<file path="config.mk">
export PLATFORM = sky130hd
export DESIGN_NAME = sce_front
export DESIGN_NICKNAME = d
export VERILOG_FILES = /design/src/design/sce_pkg.sv /design/src/design/sce_front.sv
export SDC_FILE = /design/constraint.sdc
export NUM_CORES = 1
export LEC_CHECK = 0
export BUFFER_PORTS_ARGS = -buffer_cell sky130_fd_sc_hd__buf_2
export CORE_ASPECT_RATIO = 2
export CORE_MARGIN = 10
export CORE_UTILIZATION = 40
export DETAILED_ROUTE_END_ITERATION = 10
export SYNTH_ARGS = -nofsm -noshare
export SYNTH_HDL_FRONTEND = slang
export SYNTH_SLANG_ARGS = --single-unit
</file>
<file path="constraint.sdc">
create_clock -name clock -period 2.8 [get_ports clock]
set_clock_uncertainty 0.1 [all_clocks]
set_input_delay 0.42 -clock clock [delete_from_list [all_inputs] [get_ports clock]]
set_output_delay 0.42 -clock clock [all_outputs]
set_load 0.02 [all_outputs]
</file>
<file path="src/design/sce_pkg.sv">
// Package for the SCOAP controllability engine: constants, payload types, helpers.
// No dependencies.
package sce_pkg;
   localparam int NET_BITS  = 12;
   localparam int NET_COUNT = 4096;
   localparam int COST_BITS = 32;
   localparam int SLOT_BITS = NET_BITS + 1;
   localparam int QDEPTH    = 2;
   localparam logic [COST_BITS-1:0] INF_COST = {1'b1, {(COST_BITS-1){1'b0}}};

   localparam logic [1:0] REQ_SET  = 2'd0;
   localparam logic [1:0] REQ_GATE = 2'd1;
   localparam logic [1:0] REQ_READ = 2'd2;

   localparam logic [3:0] K_FANOUT = 4'd0;
   localparam logic [3:0] K_BUF    = 4'd1;
   localparam logic [3:0] K_INV    = 4'd2;
   localparam logic [3:0] K_AND    = 4'd3;
   localparam logic [3:0] K_NAND   = 4'd4;
   localparam logic [3:0] K_OR     = 4'd5;
   localparam logic [3:0] K_NOR    = 4'd6;
   localparam logic [3:0] K_XOR    = 4'd7;
   localparam logic [3:0] K_XNOR   = 4'd8;
   localparam logic [3:0] K_FF     = 4'd9;

   typedef struct packed {
      logic [1:0]          req_type;
      logic [NET_BITS-1:0] net_index;
      logic                frame;
      logic [3:0]          gate_kind;
      logic [NET_BITS-1:0] source_index;
      logic                last_source;
   } req_type_type;

   typedef struct packed {
      logic [NET_BITS-1:0]  out_net;
      logic                 out_frame;
      logic [COST_BITS-1:0] cost_zero;
      logic [COST_BITS-1:0] cost_one;
   } rsp_type_type;

   // classified operation handed from front to back
   typedef struct packed {
      logic                 do_set;
      logic                 do_read;
      logic                 do_gate;
      logic [SLOT_BITS-1:0] rd_slot;
      logic [NET_BITS-1:0]  net;
      logic                 frame;
      logic [3:0]           kind;
      logic                 last;
   } op_type;

   function automatic logic [COST_BITS-1:0] cmin(input logic [COST_BITS-1:0] x,
                                                  input logic [COST_BITS-1:0] y);
      return (x > y) ? y : x;
   endfunction
endpackage

</file>
<file path="src/design/sce_front.sv">
// Front end: accepts request words, classifies them and pushes into a short queue.
// Depends on sce_pkg.
module sce_front import sce_pkg::*; (
   input  logic         clock,
   input  logic         reset,
   input  logic         req_valid,
   output logic         req_stall,
   input  req_type_type req_data,
   output logic         op_valid,
   input  logic         op_take,
   output op_type       op
);
   op_type     q_ff [QDEPTH];
   logic       wp_ff, wp_in, rp_ff, rp_in;
   logic [1:0] cnt_ff, cnt_in;
   logic       push, pop;
   op_type     nop;

   always_comb begin
      nop.do_set  = (req_data.req_type == REQ_SET);
      nop.do_read = (req_data.req_type == REQ_READ);
      nop.do_gate = (req_data.req_type == REQ_GATE);
      nop.net     = req_data.net_index;
      nop.frame   = req_data.frame;
      nop.kind    = req_data.gate_kind;
      nop.last    = req_data.last_source;
      nop.rd_slot = nop.do_gate ?
                    {req_data.source_index, (req_data.gate_kind == K_FF) ? 1'b0 : req_data.frame}
                  : {req_data.net_index, req_data.frame};
   end

   assign req_stall = (cnt_ff == 2'(QDEPTH));
   assign push      = req_valid && !req_stall;
   assign op_valid  = (cnt_ff != 2'd0);
   assign pop       = op_valid && op_take;
   assign op        = q_ff[rp_ff];
   assign wp_in     = push ? ~wp_ff : wp_ff;
   assign rp_in     = pop ? ~rp_ff : rp_ff;
   assign cnt_in    = cnt_ff + 2'(push) - 2'(pop);

   always_ff @(posedge clock) begin
      if (reset) begin
         wp_ff  <= 1'b0;
         rp_ff  <= 1'b0;
         cnt_ff <= 2'd0;
      end else begin
         wp_ff  <= wp_in;
         rp_ff  <= rp_in;
         cnt_ff <= cnt_in;
      end
      if (push) q_ff[wp_ff] <= nop;
   end
endmodule

</file>
==> reports/results.tsv <==
metric	value	unit
dp_hpwl	3.697	mm
diodes	0	
drc	0	
tritoncts_num_sinks	73	
syn_nets	191	
slew_headroom	46.34	%
die_y	140.7	um
antenna_found_initial	0	
wirelength	5.338	mm
rsz0062_at_grt	no	
cts_made_buffers	9	
final_layout_size_suffix_gt1_share	57.81	%
io_pins	72	
synth-seq-cells	73	
seq_area_frac_synth	73.48	%
cts_tree	done	
drt-pass1-iter-count	4	
timing.setup.tns	0	ns
core_area	0.007157	mm^2
area_growth	24.72	%
synthSimpleGateAreaFrac	2.790	%
status	finished clean	
clk_pin_slew	0.05	ns
fin_nets	270	
hold_path.class	primary input to register	
cpPeakStageDelay	0.67	ns
synth_compound_area_share	0.9013	%
ctsResizeCount	0	
grt_pass1_wl	8.583	mm
post_drt_wl_per_cell	16.22	um
timing.max_cap.violations	0	
critPathTopFamily	flip-flops	
setup_viol	0	
slowest_stage	dfxtp_2	
worst_pin_slew	0.8049	ns
crit_required	2.28	ns
cts-hold-fix-buffers	0	
drtAntennaViolNets	0	
vdd_ir_drop_max	0.6456	mV
initial_core_util	40.73	%
yosysWarningCount	0	
final_common_cell	buf_2	
dieArea	0.01131	mm^2
postCtsSetupRepairBufs	0	
cp_data_arrival_time	1.84	ns
critical_path_buf_inv_count	2	
routed_via_density	4.599	
synth_area	0.002915	mm^2
holdWs	0.1896	ns
insertion_delay	0.32	ns
synth_xor_area_share	0.6009	%
cts_buffer_depth	2	
synth.area.mux_share	18.80	%
synthAdderAreaFrac	0.8584	%
cts-htree-levels	3	
end_kind	output pin	
drv_slew	0	
power_density	964.7	mW/mm^2
syn_inst	153	
syn_area_per_cell	19.05	um^2
synth_top_family_by_area	multiplexers	
drtIter0Drc	97	
grt_pass1_vias	1724	
start_kind	register	
crit_fanout	23	
portBuffers	71	
grt_usage	10.06	%
die_w	80.37	um
max_freq	0.4243	GHz
leakage	1.415	nW
synth_cell_type_count	27	
place.gp.congestion	0.6943	
worstPathCellList	buf_4, mux2_2, buf_2	
cts-root-buf	clkbuf_16	
rows	44	
final_cell_mix	buf_2 (71), edfxtp_1 (68), mux2_2 (38)	
hold_viol	0	
period_needed	2.357	ns
grt_max_degree	35	
grt_remaining_overflow	0	
finalCritPeriodShare	84.16	%
crit_type	register to output pin	
route.vias.total	1513	
## cell families (layout without fill, tap and decap cells)
kind of cell	after synthesis	in the layout
flip-flops	73	73
multiplexers	46	46
AND/OR/NAND/NOR	15	15
buffers and inverters	11	95
AO/OA/AOI/OAI	4	4
adder cells (fa/ha/maj)	2	2
XOR/XNOR	2	2
## cell usage after synthesis (all sizes together)
| cell type | count | area [um^2] |
|---|---|---|
| xor2 | 1 | 8.760 |
| a21oi | 1 | 5.000 |
| or3 | 1 | 6.260 |
| ha | 2 | 25.02 |
| edfxtp | 68 | 2042 |
| or2 | 1 | 6.260 |
| mux2 | 46 | 548.0 |
| nand2b | 1 | 8.760 |
| o21a | 1 | 7.510 |
| nand2 | 1 | 3.750 |
| dfxtp | 5 | 100.1 |
| nor2b | 2 | 12.51 |
| and3 | 1 | 6.260 |
| nor3 | 1 | 5.000 |
| nor2 | 5 | 18.77 |
| o21ai | 1 | 5.000 |
| and2 | 1 | 6.260 |
| a41oi | 1 | 8.760 |
| buf | 6 | 56.30 |
| and2b | 1 | 7.510 |
| xnor2 | 1 | 8.760 |
| inv | 5 | 18.76 |
## area by class of cell
| type | instances | area [um^2] |
|---|---|---|
| clock buffer | 11 | 232.7 |
| clock inverter | 5 | 46.29 |
| fill | 634 | 3521 |
| inverter | 5 | 18.77 |
| multi-input combinational | 69 | 701.9 |
| sequential | 73 | 2143 |
| tap | 92 | 115.1 |
| timing repair buffer | 74 | 377.9 |
## stage by stage
step | std cells | total power [W] | utilization, % | cell area [um^2] | worst slack [ns]
6_report | 329 | 0.003508 | 50.80 | 3636 | 0.4434
5_1_grt | 329 | 0.003696 | 50.80 | 3636 | 0.3070
4_1_cts | 329 | 0.003572 | 50.80 | 3636 | 0.3714
3_5_place_dp | 313 | 0.002504 | 46.91 | 3357 | 0.7487
3_3_place_gp | 313 | 0.002489 | 46.91 | 3357 | 0.7549
2_1_floorplan | 153 | 0.002185 | - | 2915 | 0.7592
## power breakdown
| part | leakage (nW) | internal, W | total [W] | switching [W] |
|---|---|---|---|---|
| clock | 0.136 | 0.000678 | 0.00105 | 0.000377 |
| combinational | 0.600 | 0.000407 | 0.000959 | 0.000552 |
| sequential | 0.678 | 0.00140 | 0.00149 | 0.0000909 |
## worst reg2reg max path: stages, from the launching register on
cell      delay, ns
dfxtp_1        0.35
nand2b_2       0.15
inv_2          0.04
or3_1          0.32
inv_1          0.06
buf_4          0.40
## worst paths after layout
check              start          end  slack (ns)  cells past startpoint
max             register       op[11]        0.44                      3
min          req_data[0]   q_ff[1][0]        0.19                      1
max reg2reg    cnt_ff[0]  q_ff[0][17]        0.99                      5
min reg2reg        wp_ff        wp_ff        0.39                      2
## flip-flops by register name, indices dropped and copies added, names as in the netlist, named ones only
| name | cells |
|---|---|
| q_ff | 68 |
| cnt_ff | 2 |
| wp_ff | 1 |
| rp_ff | 1 |
## routing by layer
layer / share of wire [%] / track usage (%)
met2: 47 / 15.05
met5: 0 / 0
met4: 2.3 / 5.317
met3: 9.4 / 5.350
met1: 41 / 11.11
No activity file was read; power rests on OpenSTA's default activity.
